File: src/sv/bbc_pkg.sv
// Shared constants for the binary blob centroid core.
// Field widths, register indexes and reset values; no dependencies.
package bbc_pkg;

  localparam int DIM_W     = 13;
  localparam int LEVEL_W   = 8;
  localparam int CX_W      = 12;
  localparam int CY_W      = 12;
  localparam int TOTAL_W   = 25;
  localparam int CFG_IDX_W = 2;
  localparam int CFG_DATA_W = 13;

  localparam int MAX_WIDTH_DEF  = 4096;
  localparam int MAX_HEIGHT_DEF = 4096;

  localparam logic [CFG_IDX_W-1:0] REG_FRAME_WIDTH  = 2'd0;
  localparam logic [CFG_IDX_W-1:0] REG_FRAME_HEIGHT = 2'd1;
  localparam logic [CFG_IDX_W-1:0] REG_MATCH_LEVEL  = 2'd2;

  localparam logic [DIM_W-1:0]   WIDTH_RST  = 13'd640;
  localparam logic [DIM_W-1:0]   HEIGHT_RST = 13'd480;
  localparam logic [LEVEL_W-1:0] LEVEL_RST  = 8'hFF;

endpackage

File: src/sv/bbc_serdiv.sv
// Bit-serial restoring divider: one quotient bit per cycle.
// Used by the centroid core for the column and row means; needs no package.
module bbc_serdiv #(
  parameter int QW = 12,
  parameter int DW = 25
) (
  input  logic             clk_i,
  input  logic             rst_ni,
  input  logic             start_i,
  input  logic [QW+DW-1:0] dividend_i,
  input  logic [DW-1:0]    divisor_i,
  output logic             busy_o,
  output logic [QW-1:0]    quot_o
);

  localparam int CNTW = (QW > 1) ? $clog2(QW) : 1;

  logic [DW-1:0]   rem_q, rem_d;
  logic [QW-1:0]   dvd_q, dvd_d;
  logic [DW-1:0]   div_q;
  logic [CNTW-1:0] cnt_q;
  logic            run_q;
  logic [DW:0]     trial, diff;
  logic            ge;

  // Dividend bits shift out the top of dvd_q while quotient bits enter at the bottom.
  always_comb begin
    trial = {rem_q, dvd_q[QW-1]};
    diff  = trial - {1'b0, div_q};
    ge    = (trial >= {1'b0, div_q});
    rem_d = ge ? diff[DW-1:0] : trial[DW-1:0];
    dvd_d = {dvd_q[QW-2:0], ge};
  end

  always_ff @(posedge clk_i or negedge rst_ni) begin
    if (!rst_ni) begin
      run_q <= 1'b0;
      cnt_q <= '0;
    end else if (start_i) begin
      run_q <= 1'b1;
      cnt_q <= '0;
    end else if (run_q) begin
      cnt_q <= cnt_q + CNTW'(1);
      if (cnt_q == CNTW'(QW - 1)) begin
        run_q <= 1'b0;
      end
    end
  end

  always_ff @(posedge clk_i) begin
    if (start_i) begin
      rem_q <= dividend_i[QW+DW-1:QW];
      dvd_q <= dividend_i[QW-1:0];
      div_q <= divisor_i;
    end else if (run_q) begin
      rem_q <= rem_d;
      dvd_q <= dvd_d;
    end
  end

  assign busy_o = run_q;
  assign quot_o = dvd_q;

endmodule

File: src/sv/bbc_accum.sv
// Configuration registers, raster position tracking and centroid accumulators.
// Depends on bbc_pkg for field widths, register indexes and reset values.
module bbc_accum #(
  parameter int MAX_WIDTH  = bbc_pkg::MAX_WIDTH_DEF,
  parameter int MAX_HEIGHT = bbc_pkg::MAX_HEIGHT_DEF,
  localparam int CW  = $clog2(MAX_WIDTH),
  localparam int RW  = $clog2(MAX_HEIGHT),
  localparam int NW  = CW + RW + 1,
  localparam int XSW = 2 * CW + RW,
  localparam int YSW = CW + 2 * RW
) (
  input  logic                           clk_i,
  input  logic                           rst_ni,
  input  logic                           cfg_we_i,
  input  logic [bbc_pkg::CFG_IDX_W-1:0]  cfg_idx_i,
  input  logic [bbc_pkg::CFG_DATA_W-1:0] cfg_data_i,
  input  logic                           pix_acc_i,
  input  logic [bbc_pkg::LEVEL_W-1:0]    pixel_value_i,
  output logic                           frame_end_o,
  output logic [XSW-1:0]                 x_sum_o,
  output logic [YSW-1:0]                 y_sum_o,
  output logic [NW-1:0]                  hit_count_o
);

  localparam int DIMW = bbc_pkg::DIM_W;
  localparam int WXW  = (CW + 1 > DIMW) ? CW + 1 : DIMW;
  localparam int WYW  = (RW + 1 > DIMW) ? RW + 1 : DIMW;

  logic [DIMW-1:0]               width_q, height_q;
  logic [bbc_pkg::LEVEL_W-1:0]   level_q;
  logic [CW-1:0]                 col_q, col_d;
  logic [RW-1:0]                 row_q, row_d;
  logic [XSW-1:0]                x_sum_q, x_sum_nx;
  logic [YSW-1:0]                y_sum_q, y_sum_nx;
  logic [NW-1:0]                 cnt_q, cnt_nx;
  logic [WXW-1:0]                w_ext, w_eff, col_inc;
  logic [WYW-1:0]                h_ext, h_eff, row_inc;
  logic                          hit, col_wrap, row_wrap;

  always_ff @(posedge clk_i or negedge rst_ni) begin
    if (!rst_ni) begin
      width_q  <= bbc_pkg::WIDTH_RST;
      height_q <= bbc_pkg::HEIGHT_RST;
      level_q  <= bbc_pkg::LEVEL_RST;
    end else if (cfg_we_i) begin
      case (cfg_idx_i)
        bbc_pkg::REG_FRAME_WIDTH:  width_q  <= cfg_data_i[DIMW-1:0];
        bbc_pkg::REG_FRAME_HEIGHT: height_q <= cfg_data_i[DIMW-1:0];
        bbc_pkg::REG_MATCH_LEVEL:  level_q  <= cfg_data_i[bbc_pkg::LEVEL_W-1:0];
        default: ;
      endcase
    end
  end

  always_comb begin
    // Zero geometry acts as one; oversize geometry saturates at the maximum.
    w_ext = WXW'(width_q);
    h_ext = WYW'(height_q);
    if (w_ext == '0) begin
      w_eff = WXW'(1);
    end else if (w_ext > WXW'(MAX_WIDTH)) begin
      w_eff = WXW'(MAX_WIDTH);
    end else begin
      w_eff = w_ext;
    end
    if (h_ext == '0) begin
      h_eff = WYW'(1);
    end else if (h_ext > WYW'(MAX_HEIGHT)) begin
      h_eff = WYW'(MAX_HEIGHT);
    end else begin
      h_eff = h_ext;
    end

    hit      = (pixel_value_i == level_q);
    x_sum_nx = x_sum_q + (hit ? XSW'(col_q) : '0);
    y_sum_nx = y_sum_q + (hit ? YSW'(row_q) : '0);
    cnt_nx   = cnt_q + (hit ? NW'(1) : '0);

    col_inc  = WXW'(col_q) + WXW'(1);
    row_inc  = WYW'(row_q) + WYW'(1);
    col_wrap = (col_inc >= w_eff);
    row_wrap = (row_inc >= h_eff);

    col_d = col_wrap ? '0 : col_inc[CW-1:0];
    row_d = row_q;
    if (col_wrap) begin
      row_d = row_wrap ? '0 : row_inc[RW-1:0];
    end
  end

  assign frame_end_o = pix_acc_i && col_wrap && row_wrap;
  assign x_sum_o     = x_sum_nx;
  assign y_sum_o     = y_sum_nx;
  assign hit_count_o = cnt_nx;

  always_ff @(posedge clk_i or negedge rst_ni) begin
    if (!rst_ni) begin
      col_q   <= '0;
      row_q   <= '0;
      x_sum_q <= '0;
      y_sum_q <= '0;
      cnt_q   <= '0;
    end else if (pix_acc_i) begin
      col_q <= col_d;
      row_q <= row_d;
      if (frame_end_o) begin
        // Drop the sums once they are handed to the dividers.
        x_sum_q <= '0;
        y_sum_q <= '0;
        cnt_q   <= '0;
      end else begin
        x_sum_q <= x_sum_nx;
        y_sum_q <= y_sum_nx;
        cnt_q   <= cnt_nx;
      end
    end
  end

endmodule

File: src/sv/binary_blob_centroid_core.sv
// Binary blob centroid core: one pixel per cycle while a frame streams in.
// After the last pixel of a frame, input stalls while two bit-serial dividers run and
// the result loads into the output register.
// A pending result does not stall input; the next frame end waits for it to drain.
// Async active-low reset clears position, sums and control; geometry 640x480, level 0xFF.
module binary_blob_centroid_core #(
  parameter int MAX_WIDTH  = bbc_pkg::MAX_WIDTH_DEF,
  parameter int MAX_HEIGHT = bbc_pkg::MAX_HEIGHT_DEF
) (
  input  logic                           clk_i,
  input  logic                           rst_ni,
  input  logic                           cfg_we_i,
  input  logic [bbc_pkg::CFG_IDX_W-1:0]  cfg_idx_i,
  input  logic [bbc_pkg::CFG_DATA_W-1:0] cfg_data_i,
  input  logic                           in_valid_i,
  output logic                           in_ready_o,
  input  logic [bbc_pkg::LEVEL_W-1:0]    pixel_value_i,
  output logic                           out_valid_o,
  input  logic                           out_ready_i,
  output logic [bbc_pkg::CX_W-1:0]       center_x_o,
  output logic [bbc_pkg::CY_W-1:0]       center_y_o,
  output logic                           found_o,
  output logic [bbc_pkg::TOTAL_W-1:0]    match_total_o
);

  localparam int CW   = $clog2(MAX_WIDTH);
  localparam int RW   = $clog2(MAX_HEIGHT);
  localparam int NW   = CW + RW + 1;
  localparam int XSW  = 2 * CW + RW;
  localparam int YSW  = CW + 2 * RW;
  localparam int CXW  = bbc_pkg::CX_W;
  localparam int CYW  = bbc_pkg::CY_W;
  localparam int TOTW = bbc_pkg::TOTAL_W;

  localparam logic ST_RUN = 1'b0;
  localparam logic ST_DIV = 1'b1;

  logic            state_q;
  logic            pix_acc, frame_end;
  logic [XSW-1:0]  x_sum;
  logic [YSW-1:0]  y_sum;
  logic [NW-1:0]   hit_count, cnt_q;
  logic            busy_x, busy_y;
  logic [CW-1:0]   quot_x;
  logic [RW-1:0]   quot_y;
  logic            load_out;
  logic            out_valid_q;
  logic [CXW-1:0]  center_x_q;
  logic [CYW-1:0]  center_y_q;
  logic            found_q;
  logic [TOTW-1:0] total_q;

  assign in_ready_o = (state_q == ST_RUN);
  assign pix_acc    = in_valid_i && in_ready_o;

  bbc_accum #(
    .MAX_WIDTH  (MAX_WIDTH),
    .MAX_HEIGHT (MAX_HEIGHT)
  ) u_accum (
    .clk_i         (clk_i),
    .rst_ni        (rst_ni),
    .cfg_we_i      (cfg_we_i),
    .cfg_idx_i     (cfg_idx_i),
    .cfg_data_i    (cfg_data_i),
    .pix_acc_i     (pix_acc),
    .pixel_value_i (pixel_value_i),
    .frame_end_o   (frame_end),
    .x_sum_o       (x_sum),
    .y_sum_o       (y_sum),
    .hit_count_o   (hit_count)
  );

  bbc_serdiv #(
    .QW (CW),
    .DW (NW)
  ) u_div_x (
    .clk_i      (clk_i),
    .rst_ni     (rst_ni),
    .start_i    (frame_end),
    .dividend_i ((CW + NW)'(x_sum)),
    .divisor_i  (hit_count),
    .busy_o     (busy_x),
    .quot_o     (quot_x)
  );

  bbc_serdiv #(
    .QW (RW),
    .DW (NW)
  ) u_div_y (
    .clk_i      (clk_i),
    .rst_ni     (rst_ni),
    .start_i    (frame_end),
    .dividend_i ((RW + NW)'(y_sum)),
    .divisor_i  (hit_count),
    .busy_o     (busy_y),
    .quot_o     (quot_y)
  );

  // Hold the finished quotients until the output register is free.
  assign load_out = (state_q == ST_DIV) && !busy_x && !busy_y &&
                    (!out_valid_q || out_ready_i);

  always_ff @(posedge clk_i or negedge rst_ni) begin
    if (!rst_ni) begin
      state_q     <= ST_RUN;
      out_valid_q <= 1'b0;
    end else begin
      case (state_q)
        ST_RUN: begin
          if (frame_end) begin
            state_q <= ST_DIV;
          end
        end
        ST_DIV: begin
          if (load_out) begin
            state_q <= ST_RUN;
          end
        end
        default: state_q <= ST_RUN;
      endcase
      if (load_out) begin
        out_valid_q <= 1'b1;
      end else if (out_ready_i) begin
        out_valid_q <= 1'b0;
      end
    end
  end

  always_ff @(posedge clk_i) begin
    if (frame_end) begin
      cnt_q <= hit_count;
    end
    if (load_out) begin
      center_x_q <= (cnt_q == '0) ? '0 : CXW'(quot_x);
      center_y_q <= (cnt_q == '0) ? '0 : CYW'(quot_y);
      found_q    <= (cnt_q != '0);
      total_q    <= TOTW'(cnt_q);
    end
  end

  assign out_valid_o   = out_valid_q;
  assign center_x_o    = center_x_q;
  assign center_y_o    = center_y_q;
  assign found_o       = found_q;
  assign match_total_o = total_q;

endmodule

File: config.mk
export PLATFORM = sky130hd
export DESIGN_NAME = binary_blob_centroid_core
export DESIGN_NICKNAME = d
export VERILOG_FILES = /design/src/sv/bbc_pkg.sv /design/src/sv/bbc_serdiv.sv /design/src/sv/bbc_accum.sv /design/src/sv/binary_blob_centroid_core.sv
export SDC_FILE = /design/constraint.sdc
export NUM_CORES = 1
export LEC_CHECK = 0
export BUFFER_PORTS_ARGS = -buffer_cell sky130_fd_sc_hd__buf_2
export CAP_MARGIN = 10
export CORE_MARGIN = 10
export CORE_UTILIZATION = 30
export CTS_CLUSTER_SIZE = 30
export DETAILED_ROUTE_END_ITERATION = 10
export SYNTH_ARGS = -nofsm -noshare
export SYNTH_HDL_FRONTEND = slang
export SYNTH_SLANG_ARGS = --single-unit
File: constraint.sdc
create_clock -name clk_i -period 6.57 [get_ports clk_i]
set_input_delay 0.3285 -clock clk_i [delete_from_list [all_inputs] [get_ports clk_i]]
set_output_delay 0.3285 -clock clk_i [all_outputs]
set_load 0.05 [all_outputs]
==> reports/metrics.csv <==
stage;metric;value;unit
clock_network;number of setup buffers added after CTS;0;
layout;final net count;2195;
power_and_ir_drop;Comb pwr share;13.8;%
critical_path;CP Data Required Time;7020;ps
clock_network;Num CTS Buffers;36;
timing;final hold vios;0;
detailed_routing;drt first pass iters;7;
place;RePlAce Congestion;0.851;
critical_path;Crit Path Max Fanout;66;
clock_network;TritonCTS Sinks;316;
global_routing;Global Route Usage Sum;13.9;%
critical_path;Setup crit end kind;register;
power_and_ir_drop;pwr dens;232;nW/um^2
clock_network;CTS tree;yes;
die;Die Width;274;um
die;# rows;92;
critical_path;CP max stage cell;inv_4;
timing;Final min period;5130;ps
timing;final setup vio count;0;
clock_network;worst-skew pair later-pin latency;570;ps
clock_network;post-cts resize count;0;
place;worst slack, placed;1430;ps
synthesis;top cell type by total area after synthesis;edfxtp_1;
die;CORE AREA;63400;um^2
synthesis;Mapped Cells;2006;
power_and_ir_drop;Switching Share;27.8;%
timing;Worst Tran Pin Value;1070;ps
detailed_routing;routed vias;15349;
detailed_routing;final wirelength;53100;um
synthesis;Synth Warn #;0;
power_and_ir_drop;Worst IR Drop VDD;0.000165;V
place;hpwl dp;37500;um
detailed_routing;Routed Antenna Nets;0;
critical_path;critical path cell sequence;ha_1, nand3_1, nor2_1, and3_1, and3_1, xor2_1, ha_1, nand3_1, a211o_1, o21ai_1, o21a_1, nand2_4, inv_4, buf_4, o21ai_0, a22o_1;
synthesis;most frequent cell after synthesis;nand2_1;
layout;diode count;0;
clock_network;Root Driver;clkbuf_16;
synthesis;flops & latches, synth;316;
timing;period utilisation layout;78.2;%
synthesis;Seq/Total Area, Yosys;44.8;%
hold_path;Hold Crit Class;in2reg;
timing;fmax;0.195;GHz
synthesis;syn avg cell area;9.62;um^2
timing;final worst slack;1440;ps
power_and_ir_drop;Clk pwr share;40.4;%
timing;slew margin rel.;28.6;%
power_and_ir_drop;switching pwr;1.41;mW
global_routing;pin count of the biggest net entering global routing;93;
global_routing;first-pass GRT wire length;84700;um
place;Placed Area;20600;um^2
global_routing;initial antenna violation count;1;
layout;Layout area overhead;13.0;%
critical_path;crit-path max cell delay;640;ps
synthesis;EDFF count, synth;147;
die;Die Y;274;um
die;Initial Utilization;30.4;%
power_and_ir_drop;total design power;5.06;mW
detailed_routing;residual DRC count;0;
detailed_routing;WL/cell;18.1;um
global_routing;vias in the first global route;15201;
critical_path;startpoint types;register;
synthesis;Area contributors post-synth;edfxtp_1 (23%), dfrtp_1 (20%), ha_1 (6.9%), nand2_1 (4.8%), xnor2_1 (4.1%);
run_status;status;finished clean;
critical_path;critical path type;reg2reg;
layout;fin area;21800;um^2
clock_network;# H-tree levels;2;
synthesis;Synth top area share;22.9;%
detailed_routing;Detailed Route Iter0 Violations;1355;
power_and_ir_drop;Pleak;8.93;nW
timing;final worst clock skew;28.3;ps
die;Ports;80;
synthesis;Netlist cell types;79;
synthesis;ys async rst share;52.8;%
timing;RSZ-0062 raised after global routing;false;
synthesis;Post-synth top cells;nand2_1 (246), o21ai_0 (157), dfrtp_1 (153);
synthesis;synthesized cell area;19300;um^2
critical_path;crit path DAT;5590;ps
timing;Max Slew Vio Count;0;
clock_network;clock-pin slew on the worst setup and hold paths;60;ps
layout;layout cells sized above 1;11.0;%
power_and_ir_drop;Int Pwr;3.66;mW
synthesis;Synth Flop Type;dfrtp_1;
place;# port buffers;79;
detailed_routing;Via density;5.24;
run;number of max-cap violations;0;
clock_network;Clock Path Buffers;3;
global_routing;GR Overflow Total;0;
synthesis;Syn Nets;2144;
power_and_ir_drop;Sequential Power Share;45.8;%
die;Die Area;74900;um^2
timing;Setup Total Neg Slack;0;ps
==> critical path, delay by kind of cell (launching register included) <==
kind / cells / cell delay (ps)
xor gates and xnor gates: 1 / 100
AOI/OAI and AO/OA: 5 / 1430
buffers and inverters: 2 / 1160
adders and majority gates: 2 / 570
DFF: 1 / 440
and+or+nand+nor: 6 / 1270
==> final cells by class <==
class / instances / area, um^2
Multi-Input combinational cell: 1535 / 10100
Clock buffer: 44 / 951
Clock inverter: 22 / 243
Sequential cell: 316 / 8650
Fill cell: 6389 / 41600
Tap cell: 846 / 1060
Inverter: 71 / 269
Timing Repair Buffer: 97 / 557
==> power groups by stage <==
stage / Sequential [mW] / Combinational (mW) / Clock (mW)
after detailed placement: 2.35 / 0.699 / 0
after global routing: 2.33 / 0.793 / 2.17
after CTS: 2.32 / 0.707 / 2.10
after global placement: 2.35 / 0.684 / 0
after floorplan: 2.35 / 0.490 / 0
final: 2.32 / 0.700 / 2.05
==> worst paths after layout <==
path                            depth (start not counted)                   to  slack [ps]             start
worst max-delay path                                   16    u_accum.cnt_q[22]        1440  u_accum.col_q[0]
worst max register to register                         16    u_accum.cnt_q[22]        1440  u_accum.col_q[0]
worst min-delay path                                    2     u_accum.h_ext[8]          50     cfg_data_i[8]
min in group asynchronous                               2    u_accum.row_q[11]         400            rst_ni
max in group asynchronous                               3  u_accum.x_sum_q[27]        4640            rst_ni
worst min register to register                          2     u_accum.cnt_q[0]         490  u_accum.cnt_q[0]
==> flip-flops by register name, summed over array words and instances (netlist names), 4 cells and up <==
name and count:
u_accum.x_sum_q 36, u_accum.y_sum_q 36, match_total_o 25, u_accum.cnt_q 25, u_div_x.div_q 25, u_div_x.rem_q 25
u_div_y.rem_q 25, u_accum.h_ext 13, u_accum.w_ext 13, center_x_o 12, center_y_o 12, u_accum.col_q 12
u_accum.row_q 12, u_div_x.quot_o 12, u_div_y.quot_o 12, u_accum.level_q 8, u_div_x.cnt_q 4, u_div_y.cnt_q 4
==> kinds of logic after synthesis <==
group / synth area share [%]
buffers and inverters: 3.29
AND/OR/NAND/NOR: 18.0
flip-flops: 44.8
adder cells (fa/ha/maj): 7.29
XOR/XNOR: 6.76
multiplexers: 3.24
AO/OA/AOI/OAI: 16.6
==> placed cells by master (no fill, tap or decap), types with 17 or more instances in the layout <==
cell	netlist	layout
inv_1	70	70
xor2_1	59	59
nand3_1	90	90
nor2_1	106	105
o31ai_1	23	23
a211oi_1	24	24
mux2_2	36	36
nor3_1	41	41
or3_1	23	23
xnor2_1	90	90
nor2b_1	40	39
clkbuf_16	0	36
a21o_1	41	41
and3_1	41	40
nand2_1	246	244
o21ai_0	157	157
ha_1	106	106
a31oi_1	18	17
nand4_1	19	19
dfrtp_1	153	153
mux2i_1	22	22
and2_1	34	34
a21oi_1	117	116
a22o_1	31	31
edfxtp_1	147	147
buf_2	12	78
==> routing by layer <==
layer	up-vias	wire length [um]	track usage, %	share of wire (%)
met5	-	0	0	0
met4	0	2050	5.66	3.9
met3	99	2560	2.10	4.8
met2	421	24800	22.8	47
met1	7435	23700	18.1	45
li1	7394	-	-	-
==> metrics by stage <==
stage | util [%] | hold slack [ps] | cells
4_1_cts | 34.4 | 16.9 | 2931
5_1_grt | 34.4 | 31.1 | 2931
2_1_floorplan | - | 32.9 | 2006
3_5_place_dp | 32.4 | 478 | 2862
3_3_place_gp | 32.4 | 468 | 2862
6_report | 34.4 | 47.1 | 2931
==> timing repair <==
action                                  in CTS  in global routing
hold buffers                                 3                  0
hold endpoints to repair                    92                  0
endpoints found under the setup margin       0                  0
Power figures use the tool's default switching activity.
